### config.mk
export PLATFORM = sky130hd
export DESIGN_NAME = synth_tune_scan_serializer_unit_flat
export DESIGN_NICKNAME = d
export VERILOG_FILES = /design/src/rtl/stss_pkg.sv /design/src/rtl/stss_if.sv /design/src/rtl/stss_frame_calc.sv /design/src/rtl/stss_serializer.sv /design/src/rtl/synth_tune_scan_serializer_unit.sv /design/src/flat_wrapper.sv
export SDC_FILE = /design/constraint.sdc
export NUM_CORES = 1
export LEC_CHECK = 0
export BUFFER_PORTS_ARGS = -buffer_cell sky130_fd_sc_hd__clkbuf_2
export CAP_MARGIN = 40
export CORE_ASPECT_RATIO = 1.1
export CORE_MARGIN = 2
export CORE_UTILIZATION = 41
export CTS_CLUSTER_SIZE = 40
export DETAILED_ROUTE_END_ITERATION = 10
export GPL_ROUTABILITY_DRIVEN = 0
export PLACE_DENSITY_LB_ADDON = 0.12
export SETUP_SLACK_MARGIN = 0.4
export SKIP_CTS_REPAIR_TIMING = 1
export SLEW_MARGIN = 10
export SYNTH_ARGS = -nofsm -noshare
export SYNTH_HDL_FRONTEND = slang
export SYNTH_SLANG_ARGS = --single-unit
### constraint.sdc
create_clock -name clk_i -period 9.4 [get_ports clk_i]
set_clock_uncertainty 0.15 [all_clocks]
set_input_delay 0.94 -clock clk_i [delete_from_list [all_inputs] [get_ports clk_i]]
set_output_delay 0.94 -clock clk_i [all_outputs]
set_load 0.02 [all_outputs]
### src/rtl/stss_pkg.sv
// ----------------------------------------------------------------------------
// stss_pkg
// Types, constants and table functions of the synthesizer tune serializer.
// ----------------------------------------------------------------------------
package stss_pkg;

  localparam int unsigned ADDR_BITS   = 4;
  localparam int unsigned DATA_BITS   = 20;
  localparam int unsigned FRAME_BITS  = ADDR_BITS + 1 + DATA_BITS;
  localparam int unsigned PHASES      = 2 * FRAME_BITS + 1;
  localparam int unsigned PHASE_W     = $clog2(PHASES);
  localparam int unsigned CHAN_W      = 6;
  localparam int unsigned FREQ_W      = 16;
  localparam int unsigned ROM_W       = 13;
  localparam int unsigned LEVEL_W     = 8;

  localparam logic [ADDR_BITS-1:0] SYNTH_REG_ADDR = 4'h1;
  localparam logic [FREQ_W-1:0]    FREQ_OFFSET    = 16'd479;
  localparam logic [PHASE_W-1:0]   LAST_PHASE     = PHASE_W'(PHASES - 1);

  typedef enum logic [1:0] {
    ACT_TUNE_TABLE  = 2'd0,
    ACT_TUNE_RAW    = 2'd1,
    ACT_SCAN_START  = 2'd2,
    ACT_SCAN_SAMPLE = 2'd3
  } action_e;

  typedef struct packed {
    logic [FRAME_BITS-1:0] frame;
    logic                  scan_done;
    logic [CHAN_W-1:0]     best_channel;
  } frame_t;

  function automatic logic [ROM_W-1:0] rom_freq(input logic [CHAN_W-1:0] idx);
    logic [ROM_W-1:0] f;
    unique case (idx)
      6'd0:  f = 13'd5865;  6'd1:  f = 13'd5845;  6'd2:  f = 13'd5825;
      6'd3:  f = 13'd5805;  6'd4:  f = 13'd5785;  6'd5:  f = 13'd5765;
      6'd6:  f = 13'd5745;  6'd7:  f = 13'd5725;  6'd8:  f = 13'd5733;
      6'd9:  f = 13'd5752;  6'd10: f = 13'd5771;  6'd11: f = 13'd5790;
      6'd12: f = 13'd5809;  6'd13: f = 13'd5828;  6'd14: f = 13'd5847;
      6'd15: f = 13'd5866;  6'd16: f = 13'd5705;  6'd17: f = 13'd5685;
      6'd18: f = 13'd5665;  6'd19: f = 13'd5645;  6'd20: f = 13'd5885;
      6'd21: f = 13'd5905;  6'd22: f = 13'd5925;  6'd23: f = 13'd5945;
      6'd24: f = 13'd5740;  6'd25: f = 13'd5760;  6'd26: f = 13'd5780;
      6'd27: f = 13'd5800;  6'd28: f = 13'd5820;  6'd29: f = 13'd5840;
      6'd30: f = 13'd5860;  6'd31: f = 13'd5880;  6'd32: f = 13'd5658;
      6'd33: f = 13'd5695;  6'd34: f = 13'd5732;  6'd35: f = 13'd5769;
      6'd36: f = 13'd5806;  6'd37: f = 13'd5843;  6'd38: f = 13'd5880;
      6'd39: f = 13'd5917;  6'd40: f = 13'd5362;  6'd41: f = 13'd5399;
      6'd42: f = 13'd5436;  6'd43: f = 13'd5473;  6'd44: f = 13'd5510;
      6'd45: f = 13'd5547;  6'd46: f = 13'd5584;  6'd47: f = 13'd5621;
      default: f = '0;
    endcase
    return f;
  endfunction

  // lo = (f - 479) / 2, data = (lo / 32) << 7 | lo % 32
  function automatic logic [DATA_BITS-1:0] divider_word(input logic [FREQ_W-1:0] f);
    logic [FREQ_W-1:0] diff;
    logic [14:0]       lo;
    diff = (f >= FREQ_OFFSET) ? (f - FREQ_OFFSET) : '0;
    lo   = diff[15:1];
    return {3'b000, lo[14:5], 2'b00, lo[4:0]};
  endfunction

endpackage

### src/rtl/stss_if.sv
// ----------------------------------------------------------------------------
// stss_if
// Valid/ready channels for tune commands and bus phases.
// ----------------------------------------------------------------------------
interface stss_in_if;
  logic                            valid;
  logic                            ready;
  logic [1:0]                      action;
  logic [stss_pkg::CHAN_W-1:0]     channel_index;
  logic [stss_pkg::FREQ_W-1:0]     frequency_mhz;
  logic [stss_pkg::LEVEL_W-1:0]    signal_level;

  modport source (output valid, action, channel_index, frequency_mhz, signal_level,
                  input ready);
  modport sink   (input valid, action, channel_index, frequency_mhz, signal_level,
                  output ready);
endinterface

interface stss_out_if;
  logic                        valid;
  logic                        ready;
  logic                        serial_clock;
  logic                        serial_data;
  logic                        latch_enable;
  logic [stss_pkg::CHAN_W-1:0] best_channel;
  logic                        scan_done;
  logic                        last;

  modport source (output valid, serial_clock, serial_data, latch_enable, best_channel,
                  scan_done, last, input ready);
  modport sink   (input valid, serial_clock, serial_data, latch_enable, best_channel,
                  scan_done, last, output ready);
endinterface

### src/rtl/stss_frame_calc.sv
// ----------------------------------------------------------------------------
// stss_frame_calc
// Decodes a command, updates scan state and registers the frame to send.
// ----------------------------------------------------------------------------
module stss_frame_calc #(
  parameter int unsigned NUM_CHANNELS = 48
) (
  input  logic               clk_i,
  input  logic               rst_ni,
  stss_in_if.sink            in_i,
  output stss_pkg::frame_t   frame_o,
  output logic               frame_valid_o,
  input  logic               frame_take_i
);

  localparam logic [stss_pkg::CHAN_W:0] NumCh = (stss_pkg::CHAN_W + 1)'(NUM_CHANNELS);

  logic                             active_q, active_d;
  logic [stss_pkg::CHAN_W-1:0]      pos_q, pos_d;
  logic [stss_pkg::LEVEL_W-1:0]     peak_q, peak_d;
  logic [stss_pkg::CHAN_W-1:0]      best_q, best_d;
  logic                             hold_valid_q, hold_valid_d;
  stss_pkg::frame_t                 hold_q;

  logic                             accept;
  logic                             emit;
  logic                             done;
  logic                             use_rom;
  logic [stss_pkg::CHAN_W-1:0]      rom_idx;
  logic [stss_pkg::CHAN_W:0]        pos_inc;
  logic [stss_pkg::FREQ_W-1:0]      freq;
  stss_pkg::frame_t                 frame_d;

  assign in_i.ready = !hold_valid_q || frame_take_i;
  assign accept     = in_i.valid && in_i.ready;
  assign pos_inc    = {1'b0, pos_q} + 1'b1;

  always_comb begin
    active_d = active_q;
    pos_d    = pos_q;
    peak_d   = peak_q;
    best_d   = best_q;
    emit     = 1'b0;
    done     = 1'b0;
    use_rom  = 1'b1;
    rom_idx  = in_i.channel_index;
    unique case (stss_pkg::action_e'(in_i.action))
      stss_pkg::ACT_TUNE_TABLE: begin
        emit = ({1'b0, in_i.channel_index} < NumCh);
      end
      stss_pkg::ACT_TUNE_RAW: begin
        emit    = 1'b1;
        use_rom = 1'b0;
      end
      stss_pkg::ACT_SCAN_START: begin
        emit     = 1'b1;
        active_d = 1'b1;
        pos_d    = '0;
        peak_d   = '0;
        rom_idx  = '0;
      end
      stss_pkg::ACT_SCAN_SAMPLE: begin
        if (active_q) begin
          emit = 1'b1;
          if (in_i.signal_level > peak_q) begin
            peak_d = in_i.signal_level;
            best_d = pos_q;
          end
          if (pos_inc >= NumCh) begin
            active_d = 1'b0;
            pos_d    = '0;
            done     = 1'b1;
            rom_idx  = best_d;
          end else begin
            pos_d   = pos_inc[stss_pkg::CHAN_W-1:0];
            rom_idx = pos_inc[stss_pkg::CHAN_W-1:0];
          end
        end
      end
      default: ;
    endcase
    freq = use_rom ? {3'b000, stss_pkg::rom_freq(rom_idx)} : in_i.frequency_mhz;
    frame_d.frame        = {stss_pkg::divider_word(freq), 1'b1, stss_pkg::SYNTH_REG_ADDR};
    frame_d.scan_done    = done;
    frame_d.best_channel = best_d;
  end

  always_comb begin
    hold_valid_d = hold_valid_q;
    if (accept) begin
      hold_valid_d = emit;
    end else if (frame_take_i) begin
      hold_valid_d = 1'b0;
    end
  end

  always_ff @(posedge clk_i or negedge rst_ni) begin
    if (!rst_ni) begin
      active_q     <= 1'b0;
      pos_q        <= '0;
      peak_q       <= '0;
      best_q       <= '0;
      hold_valid_q <= 1'b0;
    end else begin
      hold_valid_q <= hold_valid_d;
      if (accept) begin
        active_q <= active_d;
        pos_q    <= pos_d;
        peak_q   <= peak_d;
        best_q   <= best_d;
      end
    end
  end

  always_ff @(posedge clk_i) begin
    if (accept && emit) begin
      hold_q <= frame_d;
    end
  end

  assign frame_o       = hold_q;
  assign frame_valid_o = hold_valid_q;

endmodule

### src/rtl/stss_serializer.sv
// ----------------------------------------------------------------------------
// stss_serializer
// Shifts a frame out LSB first as clock-low/clock-high phases plus a latch.
// ----------------------------------------------------------------------------
module stss_serializer (
  input  logic               clk_i,
  input  logic               rst_ni,
  input  stss_pkg::frame_t   frame_i,
  input  logic               frame_valid_i,
  output logic               frame_take_o,
  stss_out_if.source         out_o
);

  logic                                busy_q, busy_d;
  logic [stss_pkg::PHASE_W-1:0]        phase_q, phase_d;
  logic [stss_pkg::FRAME_BITS-1:0]     shift_q, shift_d;
  logic                                done_q;
  logic [stss_pkg::CHAN_W-1:0]         best_q;
  logic                                fire;
  logic                                is_last;

  assign is_last      = (phase_q == stss_pkg::LAST_PHASE);
  assign fire         = out_o.valid && out_o.ready;
  assign frame_take_o = frame_valid_i && (!busy_q || (fire && is_last));

  always_comb begin
    busy_d  = busy_q;
    phase_d = phase_q;
    shift_d = shift_q;
    if (frame_take_o) begin
      busy_d  = 1'b1;
      phase_d = '0;
      shift_d = frame_i.frame;
    end else if (fire) begin
      if (is_last) begin
        busy_d = 1'b0;
      end else begin
        phase_d = phase_q + 1'b1;
        if (phase_q[0]) begin
          shift_d = shift_q >> 1;
        end
      end
    end
  end

  always_ff @(posedge clk_i or negedge rst_ni) begin
    if (!rst_ni) begin
      busy_q  <= 1'b0;
      phase_q <= '0;
    end else begin
      busy_q  <= busy_d;
      phase_q <= phase_d;
    end
  end

  always_ff @(posedge clk_i) begin
    shift_q <= shift_d;
    if (frame_take_o) begin
      done_q <= frame_i.scan_done;
      best_q <= frame_i.best_channel;
    end
  end

  // after the last data bit the shifter is empty, so data reads 0 on the latch phase
  assign out_o.valid        = busy_q;
  assign out_o.serial_clock = phase_q[0];
  assign out_o.serial_data  = shift_q[0];
  assign out_o.latch_enable = is_last;
  assign out_o.best_channel = best_q;
  assign out_o.scan_done    = done_q;
  assign out_o.last         = is_last;

endmodule

### src/rtl/synth_tune_scan_serializer_unit.sv
// ----------------------------------------------------------------------------
// synth_tune_scan_serializer_unit
// Synthesizer tuning and channel scan, emitted as three-wire bus phases.
// ----------------------------------------------------------------------------
//  channel | dir | transaction
//  in_i    | in  | one command: table tune, raw tune, scan start, scan sample
//  out_o   | out | one bus phase: clock, data, latch, best channel, done, last
//
// A command is decoded and its frame word registered; a frame then leaves as
// 51 phase transactions, one per cycle while out_o is ready. The serializer
// sets the rate of tuning commands. One decoded frame waits in a holding
// register, so in_i stays ready while it is free.
// Reset clears scan state and all valid flags. Stalls on out_o hold the phase.
// ----------------------------------------------------------------------------
module synth_tune_scan_serializer_unit #(
  parameter int unsigned NUM_CHANNELS = 48
) (
  input  logic       clk_i,
  input  logic       rst_ni,
  stss_in_if.sink    in_i,
  stss_out_if.source out_o
);

  stss_pkg::frame_t frame;
  logic             frame_valid;
  logic             frame_take;

  stss_frame_calc #(
    .NUM_CHANNELS (NUM_CHANNELS)
  ) u_calc (
    .clk_i         (clk_i),
    .rst_ni        (rst_ni),
    .in_i          (in_i),
    .frame_o       (frame),
    .frame_valid_o (frame_valid),
    .frame_take_i  (frame_take)
  );

  stss_serializer u_ser (
    .clk_i         (clk_i),
    .rst_ni        (rst_ni),
    .frame_i       (frame),
    .frame_valid_i (frame_valid),
    .frame_take_o  (frame_take),
    .out_o         (out_o)
  );

endmodule
### src/flat_wrapper.sv
// flat-port wrapper written by rule: the top's interface ports become plain ports
module synth_tune_scan_serializer_unit_flat 
#(
  parameter int unsigned NUM_CHANNELS = 48
)
  (clk_i, rst_ni, in_i_valid, in_i_action, in_i_channel_index, in_i_frequency_mhz, in_i_signal_level, in_i_ready, out_o_valid, out_o_serial_clock, out_o_serial_data, out_o_latch_enable, out_o_best_channel, out_o_scan_done, out_o_last, out_o_ready);
  stss_in_if in_i_i ();
  stss_out_if out_o_i ();
  input  logic clk_i;
  input  logic rst_ni;
  input wire logic [$bits(in_i_i.valid)-1:0] in_i_valid;
  input wire logic [$bits(in_i_i.action)-1:0] in_i_action;
  input wire logic [$bits(in_i_i.channel_index)-1:0] in_i_channel_index;
  input wire logic [$bits(in_i_i.frequency_mhz)-1:0] in_i_frequency_mhz;
  input wire logic [$bits(in_i_i.signal_level)-1:0] in_i_signal_level;
  output wire logic [$bits(in_i_i.ready)-1:0] in_i_ready;
  output wire logic [$bits(out_o_i.valid)-1:0] out_o_valid;
  output wire logic [$bits(out_o_i.serial_clock)-1:0] out_o_serial_clock;
  output wire logic [$bits(out_o_i.serial_data)-1:0] out_o_serial_data;
  output wire logic [$bits(out_o_i.latch_enable)-1:0] out_o_latch_enable;
  output wire logic [$bits(out_o_i.best_channel)-1:0] out_o_best_channel;
  output wire logic [$bits(out_o_i.scan_done)-1:0] out_o_scan_done;
  output wire logic [$bits(out_o_i.last)-1:0] out_o_last;
  input wire logic [$bits(out_o_i.ready)-1:0] out_o_ready;
  assign in_i_i.valid = in_i_valid;
  assign in_i_i.action = in_i_action;
  assign in_i_i.channel_index = in_i_channel_index;
  assign in_i_i.frequency_mhz = in_i_frequency_mhz;
  assign in_i_i.signal_level = in_i_signal_level;
  assign in_i_ready = in_i_i.ready;
  assign out_o_valid = out_o_i.valid;
  assign out_o_serial_clock = out_o_i.serial_clock;
  assign out_o_serial_data = out_o_i.serial_data;
  assign out_o_latch_enable = out_o_i.latch_enable;
  assign out_o_best_channel = out_o_i.best_channel;
  assign out_o_scan_done = out_o_i.scan_done;
  assign out_o_last = out_o_i.last;
  assign out_o_i.ready = out_o_ready;
  synth_tune_scan_serializer_unit #(.NUM_CHANNELS(NUM_CHANNELS)) u_core (.clk_i(clk_i), .rst_ni(rst_ni), .in_i(in_i_i), .out_o(out_o_i));
endmodule
# After elaboration in Yosys (flattened, before gate mapping)

Memory sizes are Yosys's and may differ from the RTL's.
Cells that the tools add are included.
W data, S select, Z words.

$add $sub $neg: 3
Magnitude comparators: 4
Eq/ne operators: 7
Reductions and logical operators: 23
Multiplexer cells: 31

Operators by type and width:

| operator                | number |
|---|---|
| $mux W25                | 3 |
| $mux W6                 | 10 |
| $pmux W6 S2             | 2 |
| $mux W22                | 1 |
| $ge A16 B9 Y1 const B   | 1 |
| $mux W16                | 1 |
| $mux W8                 | 2 |
| $pmux W8 S2             | 1 |
| $sub A16 B9 Y16 const B | 1 |
| $reduce_bool A2 Y1      | 5 |
| $mux W1                 | 9 |
| $gt A8 B8 Y1            | 1 |
| $reduce_and A2 Y1       | 4 |
| $add A6 B1 Y7 const B   | 1 |
| $ge A7 B6 Y1 const B    | 1 |
| $add A6 B1 Y6 const B   | 1 |
| $eq A6 B6 Y1 const B    | 1 |
| $lt A6 B6 Y1 const B    | 1 |
| $reduce_and A3 Y1       | 2 |
| $logic_and A1 B1 Y1     | 5 |
| $eq A2 B2 Y1 const B    | 2 |
| $ne A2 B2 Y1 const B    | 2 |
| $reduce_and A4 Y1       | 1 |
| $pmux W1 S3             | 1 |
| other kinds (7)         | 9 |

Bits in read-only memories: 768
Register bits: 83
Output and inout port bits: 13
Logic and storage cells: 83
Memories: 1
Input bits: 36

Memories:

| memory          | depth | bits a word | rd ports | clocked after Yosys merged registers in | wr ports | RTL line       | RTL |
|---|---|---|---|---|---|---|---|
| (no name shown) | 64    | 12          | 1        | 0                                       | 0        | stss_pkg.sv:36 | `unique case (idx)` |

# Depth between registers and ports, before layout

An unclocked memory read counts as a cell.

Depth after elaboration: 8
Depth in mapped cells: 21
Depth with buffers taken out: 20

# Cells and area by module

From an unflattened synthesis, not the netlist that was laid out.

Cells, all modules: 523
Area total of the unflattened synthesis: 5621.6 um^2

Modules (own cells, without submodules):

| module          | cells each | seq. area each (um^2) | area an instance (um^2) | times used |
|---|---|---|---|---|
| stss_frame_calc | 413        | 1211.2                | 3818.7                  | 1 |
| stss_serializer | 110        | 1136.1                | 1803.0                  | 1 |

# Least setup slack after synthesis

Ideal clock, no wire load.

Path kind: input to register
From: in in_i_signal_level[7]
To: reg u_core.u_calc.hold_q, in the netlist u_core.u_calc.frame_o[23] (data pin)
Data arrival time: 4.536 ns
Required time: 8.995 ns
Cell stages on the path: 15
Slack: 4.459 ns
Library setup time: 0.255 ns
Path buffers: 0
Cell sequence: ha_1 -> nand4_1 -> nor2_2 -> nor2_1 -> o2111a_1 -> a211oi_2 -> inv_1 -> ha_1 -> mux2_2 -> a2bb2oi_1 -> o211a_1 -> nor2_1 -> a31oi_2 -> or2_1 -> a31o_1

Word-level cells in the longest chain between the ends: 8
Elaborated cells on any way between the ends: 9
Those cells by class: 1 x add/sub; 2 x order compare; 5 x mux; 1 x memory

RTL lines:

| element                                                 | RTL line               | RTL |
|---|---|---|
| from (decl)                                             | flat_wrapper.sv:15     | `input wire logic [$bits(in_i_i.signal_level)-1:0] in_i_signal_level;` |
| $gt A8 B8 Y1 (*)                                        | stss_frame_calc.sv:65  | `if (in_i.signal_level > peak_q) begin` |
| $mux W6 (*)                                             | stss_frame_calc.sv:65  |  |
| $mux W6 (*)                                             | stss_frame_calc.sv:69  | `if (pos_inc >= NumCh) begin` |
| $mux W6 (*)                                             | stss_frame_calc.sv:63  | `if (active_q) begin` |
| $pmux W6 S2 (*)                                         | stss_frame_calc.sv:47  | `unique case (stss_pkg::action_e'(in_i.action))` |
| $mem_v2 Z64 W12 (*)                                     | -                      |  |
| $mux W16 (*)                                            | stss_frame_calc.sv:82  | `freq = use_rom ? {3'b000, stss_pkg::rom_freq(rom_idx)} : in_i.frequency_mhz;` |
| $sub A16 B9 Y16 / $ge A16 B9 Y1 (equally long branches) | stss_pkg.sv:62         | `diff = (f >= FREQ_OFFSET) ? (f - FREQ_OFFSET) : '0;` |
| to (signal assigned)                                    | stss_frame_calc.sv:117 | `hold_q <= frame_d;` |
| to (decl)                                               | stss_frame_calc.sv:23  | `stss_pkg::frame_t hold_q;` |

Every way passes the cells marked *; elsewhere a longest branch is shown, timed or not.
A chain may end at the register's enable or synchronous reset.

# Worst setup path after layout

From: in in_i_action[0]
To: reg u_core.u_calc.hold_q, in the netlist u_core.u_calc.frame_o[24] (data pin)

Word-level cells in the longest chain between the ends: 5
Elaborated cells on any way between the ends: 8
Those cells by class: 1 x add/sub; 1 x order compare; 3 x eq/ne; 2 x mux; 1 x memory

RTL lines:

| element                                                 | RTL line              | RTL |
|---|---|---|
| from (decl)                                             | flat_wrapper.sv:12    | `input wire logic [$bits(in_i_i.action)-1:0] in_i_action;` |
| $eq A2 B2 Y1                                            | stss_frame_calc.sv:47 |  |
| $pmux W6 S2                                             | stss_frame_calc.sv:47 |  |
| $mem_v2 Z64 W12                                         | -                     |  |
| $mux W16 (*)                                            | stss_frame_calc.sv:82 |  |
| $sub A16 B9 Y16 / $ge A16 B9 Y1 (equally long branches) | stss_pkg.sv:62        |  |

Marked as above.

==> impl_metrics.prom <==
# TYPE chip_impl_metric gauge
chip_impl_info{name="status",value="finished, final reports clean"} 1
chip_impl_metric{name="power_per_unit_of_standard_cell_area",unit="nW/um^2"} 217
chip_impl_metric{name="chipWidth",unit="microns"} 110
chip_impl_metric{name="power.leakage",unit="nW"} 2.38
chip_impl_metric{name="synth_enable_flop_cells",unit=""} 51
chip_impl_metric{name="period_minus_slack",unit="ns"} 5.59
chip_impl_info{name="grt_setup_unrepaired",value="no"} 1
chip_impl_metric{name="critical_path_depth",unit=""} 19
chip_impl_metric{name="grt_max_degree",unit=""} 30
chip_impl_metric{name="tritoncts.num_buffers",unit=""} 9
chip_impl_metric{name="cp_data_required_time",unit="ns"} 9.33
chip_impl_metric{name="post_synth_xor_area_fraction",unit=""} 0.0292
chip_impl_metric{name="wire_per_inst",unit="microns"} 16.3
chip_impl_metric{name="postSynthRegisterBits",unit=""} 80
chip_impl_info{name="hold_path.class",value="reg2reg"} 1
chip_impl_metric{name="nets",unit=""} 643
chip_impl_metric{name="compound_gate_fraction_of_synth_area",unit=""} 0.199
chip_impl_metric{name="syn_inst",unit=""} 541
chip_impl_metric{name="antenna_cells_inserted",unit=""} 0
chip_impl_metric{name="ioPinCount",unit=""} 49
chip_impl_info{name="largest_family_of_logic_cells_by_synthesized_area",value="compound AO/OA/AOI/OAI gates"} 1
chip_impl_info{name="crit_type",value="in2reg"} 1
chip_impl_metric{name="start_util",unit=""} 0.422
chip_impl_metric{name="post_drt_via_cell_ratio",unit=""} 5.64
chip_impl_metric{name="count_of_max_cap_constraint_violations",unit=""} 0
chip_impl_metric{name="timing.final.setup_violations",unit=""} 0
chip_impl_metric{name="die_h",unit="microns"} 121
chip_impl_metric{name="via_count",unit=""} 4185
chip_impl_metric{name="max_slew.worst_pin.slew",unit="ns"} 0.909
chip_impl_metric{name="synth_simple_gate_area_frac",unit=""} 0.191
chip_impl_info{name="crit_path_end_kind",value="flop"} 1
chip_impl_metric{name="synth_warnings",unit=""} 0
chip_impl_metric{name="crit_path_max_incr_delay",unit="ns"} 0.55
chip_impl_metric{name="yosysTopAreaCellShare",unit=""} 0.300
chip_impl_metric{name="final_max_slew_viol_count",unit=""} 0
chip_impl_info{name="ys.flop_type",value="edfxtp_1"} 1
chip_impl_info{name="r2r_end",value="u_core.u_calc.frame_o[24]$_SDFFCE_PN0P_"} 1
chip_impl_metric{name="layout-drive-gt1-share",unit=""} 0.165
chip_impl_metric{name="detailedRoute.firstIterationViolations",unit=""} 340
chip_impl_metric{name="syn-cell-area",unit="sq um"} 5100
chip_impl_info{name="final_cell_mix",value="88 x nand2_1, 51 x edfxtp_1, 48 x clkbuf_2"} 1
chip_impl_metric{name="layout_worst_path_cycle_share",unit=""} 0.595
chip_impl_metric{name="synth-adder-area-share",unit=""} 0.0588
chip_impl_metric{name="port-buffer-count",unit=""} 48
chip_impl_info{name="crit_family",value="compound AO/OA/AOI/OAI gates"} 1
chip_impl_info{name="most_common_cell_after_layout_fill_and_taps_aside",value="nand2_1"} 1
chip_impl_metric{name="cts.sinks",unit=""} 80
chip_impl_metric{name="power.ir.vdd_worst",unit="V"} 0.0000934
chip_impl_metric{name="dp.final_hpwl",unit="mm"} 8.89
chip_impl_metric{name="clk_pin_slew",unit="ns"} 0.06
chip_impl_metric{name="grt_pass1_vias",unit=""} 4009
chip_impl_metric{name="detail-route-antenna-nets",unit=""} 0
chip_impl_metric{name="timing_hold_violations_final",unit=""} 0
chip_impl_metric{name="worst_skew_pair.late_latency",unit="ns"} 0.34
chip_impl_metric{name="hold-worst-slack",unit="ns"} 0.267
chip_impl_metric{name="synth.area.mux_share",unit=""} 0.0336
chip_impl_metric{name="grt_overflow",unit=""} 0
chip_impl_metric{name="dieArea",unit="sq um"} 13400
chip_impl_metric{name="first_drt_pass_iteration_count",unit=""} 5
chip_impl_info{name="synth_top_cells_by_area",value="edfxtp_1 30%, dfrtp_1 14%, nand2_1 6.5%, ha_1 5.9%, o21ai_0 2.8%"} 1
chip_impl_info{name="critical_path.startpoint_type",value="input pin"} 1
chip_impl_metric{name="r2r.worst_path.cells",unit=""} 18
chip_impl_metric{name="core",unit="sq um"} 12100
chip_impl_metric{name="groute.usage.overall",unit=""} 0.193
chip_impl_metric{name="timing.critical_path.arrival",unit="ns"} 5.52
chip_impl_metric{name="worst-path-max-fanout",unit=""} 14
chip_impl_info{name="clock-root-buffer",value="clkbuf_16"} 1
chip_impl_metric{name="synth_cell_types",unit=""} 71
chip_impl_info{name="termination_of_the_worst_setup_path",value="u_core.u_calc.frame_o[24]$_SDFFCE_PN0P_"} 1
chip_impl_metric{name="count_of_buffer_and_inverter_cells_on_the_critical_path",unit=""} 2
chip_impl_info{name="critPathLaunch",value="in_i_action[0]"} 1
chip_impl_metric{name="routed_wire_length",unit="mm"} 12.1
chip_impl_metric{name="clockBufferDepth",unit=""} 2
chip_impl_metric{name="fmax",unit="GHz"} 0.179
chip_impl_metric{name="ff2ff_setup_slack",unit="ns"} 4.32
chip_impl_info{name="cts_tree",value="built"} 1
chip_impl_metric{name="asyncSetResetFlopFracSynth",unit=""} 0.363
chip_impl_metric{name="antenna_found_initial",unit=""} 0
chip_impl_metric{name="net_count_synth",unit=""} 601
chip_impl_metric{name="timing.max_slew.rel_slack",unit=""} 0.392
chip_impl_metric{name="synthesis.area_per_instance",unit="sq um"} 9.43
chip_impl_metric{name="ctsHtreeMaxLevel",unit=""} 3
chip_impl_metric{name="syn2layout_area_growth",unit="%"} 14.1
chip_impl_info{name="yosys.area.top_type",value="edfxtp_1"} 1
chip_impl_info{name="cp_cell_sequence",value="clkbuf_2 -> ha_1 -> and2_1 -> a21oi_1 -> a32o_1 -> a221oi_1 -> a21oi_2 -> inv_1 -> ha_1 -> o21ai_0 -> a21oi_1 -> a22oi_1 -> o211ai_1 -> a221oi_1 -> and2b_1 -> nand2_2 -> o21a_1 -> a21o_1 -> a21oi_2"} 1
chip_impl_metric{name="placementRows",unit=""} 42
chip_impl_info{name="crit_slowest_cell",value="a21oi_1"} 1
chip_impl_info{name="rr_startpoint",value="u_core.u_calc.pos_q[0]$_DFFE_PN0P_"} 1
chip_impl_metric{name="drc_errors",unit=""} 0
chip_impl_metric{name="finalSetupTns",unit="ns"} 0
chip_impl_metric{name="seq_area_frac_synth",unit=""} 0.442
chip_impl_metric{name="wire_length_of_the_first_global_routing_pass",unit="mm"} 20.1
[state kept, by name, summed over array words and instances, names as in the netlist]
signal                           cells
u_core.u_ser.phase_q                 6
u_core.u_calc.best_q                 6
u_core.u_ser.out_o.best_channel      6
u_core.u_calc.frame_o               22
u_core.u_ser.out_o.scan_done         1
u_core.u_calc.peak_q                 8
u_core.u_calc.active_q               1
u_core.u_calc.frame_valid_o          1
u_core.u_calc.pos_q                  6
u_core.u_ser.shift_q                22
u_core.u_ser.out_o.valid             1
[where the power goes]
| group | total, mW | switching (mW) | internal (mW) |
|---|---|---|---|
| registers | 0.508 | 0.0508 | 0.458 |
| clock network | 0.377 | 0.143 | 0.234 |
| logic | 0.380 | 0.233 | 0.146 |
[metal layers]
metal | vias up | share of wire | GRT usage
met5 | - | 0 | 0
met4 | 0 | 0.016 | 0.0664
met3 | 16 | 0.046 | 0.0435
met2 | 107 | 0.46 | 0.288
met1 | 2004 | 0.48 | 0.275
li1 | 2058 | - | -
[per-stage QoR]
stage                      util  instances  power, mW  setup WS [ns]  cell area, sq um
final                     0.482        742       1.26           3.81              5820
after global routing      0.482        742       1.35           3.43              5820
after CTS                 0.482        742       1.27           3.82              5820
after detailed placement  0.455        726      0.891           3.46              5500
after global placement    0.452        723      0.876           3.50              5470
after floorplan               -        541      0.781           4.46              5100
[logic make-up (layout without fill, tap and decap cells)]
logic type               after synthesis  in the layout
buffers and inverters                 55            102
flip-flops                            80             80
AND/OR/NAND/NOR                      206            206
multiplexers                          16             16
XOR/XNOR                              17             17
AO/OA/AOI/OAI                        143            143
adder cells (fa/ha/maj)               24             24
[cells in the mapped netlist, drive strengths merged, types with 2 or more instances]
master and number:
a2111oi 3, a211oi 9, a21o 5, a21oi 31, a221oi 4, a22o 2
a22oi 4, a2bb2oi 2, a311oi 4, a31o 2, a31oi 4, a32o 3
a32oi 4, and2 9, and3 4, and4 4, buf 7, clkbuf 17
dfrtp 29, edfxtp 51, ha 24, inv 31, mux2 9, mux2i 7
nand2 90, nand2b 9, nand3 24, nand4 5, nor2 37, nor2b 3
nor3 8, nor3b 2, o211a 3, o211ai 8, o21a 3, o21ai 34
o21bai 2, o22ai 3, o2bb2ai 2, o31ai 3, or3 5, xnor2 9
xor2 8
[worst min-delay path by stage]
stage	endpoint	cells after the start	slack, ns	startpoint
CTS	u_core.u_ser.out_o.best_channel[4]$_DFFE_PP_	0	0.27	u_core.u_calc.frame_o[4]$_DFFE_PP_
detailed placement	u_core.u_ser.out_o.best_channel[4]$_DFFE_PP_	0	0.26	u_core.u_calc.frame_o[4]$_DFFE_PP_
global route	u_core.u_ser.out_o.best_channel[1]$_DFFE_PP_	0	0.28	u_core.u_calc.frame_o[1]$_DFFE_PP_
global placement	u_core.u_ser.out_o.best_channel[4]$_DFFE_PP_	0	0.25	u_core.u_calc.frame_o[4]$_DFFE_PP_
floorplan	u_core.u_ser.out_o.best_channel[0]$_DFFE_PP_	0	0.25	u_core.u_calc.frame_o[0]$_DFFE_PP_
finish	u_core.u_ser.out_o.best_channel[4]$_DFFE_PP_	0	0.27	u_core.u_calc.frame_o[4]$_DFFE_PP_
[final cells by class]
type / count / area, sq um
Sequential cell: 80 / 2260
Multi-Input combinational cell: 406 / 2630
Clock inverter: 6 / 92.6
Tap cell: 154 / 193
Inverter: 31 / 116
Timing Repair Buffer: 55 / 304
Clock buffer: 10 / 229
Fill cell: 1178 / 6260
Note: power is estimated with default switching activity, not from simulation.
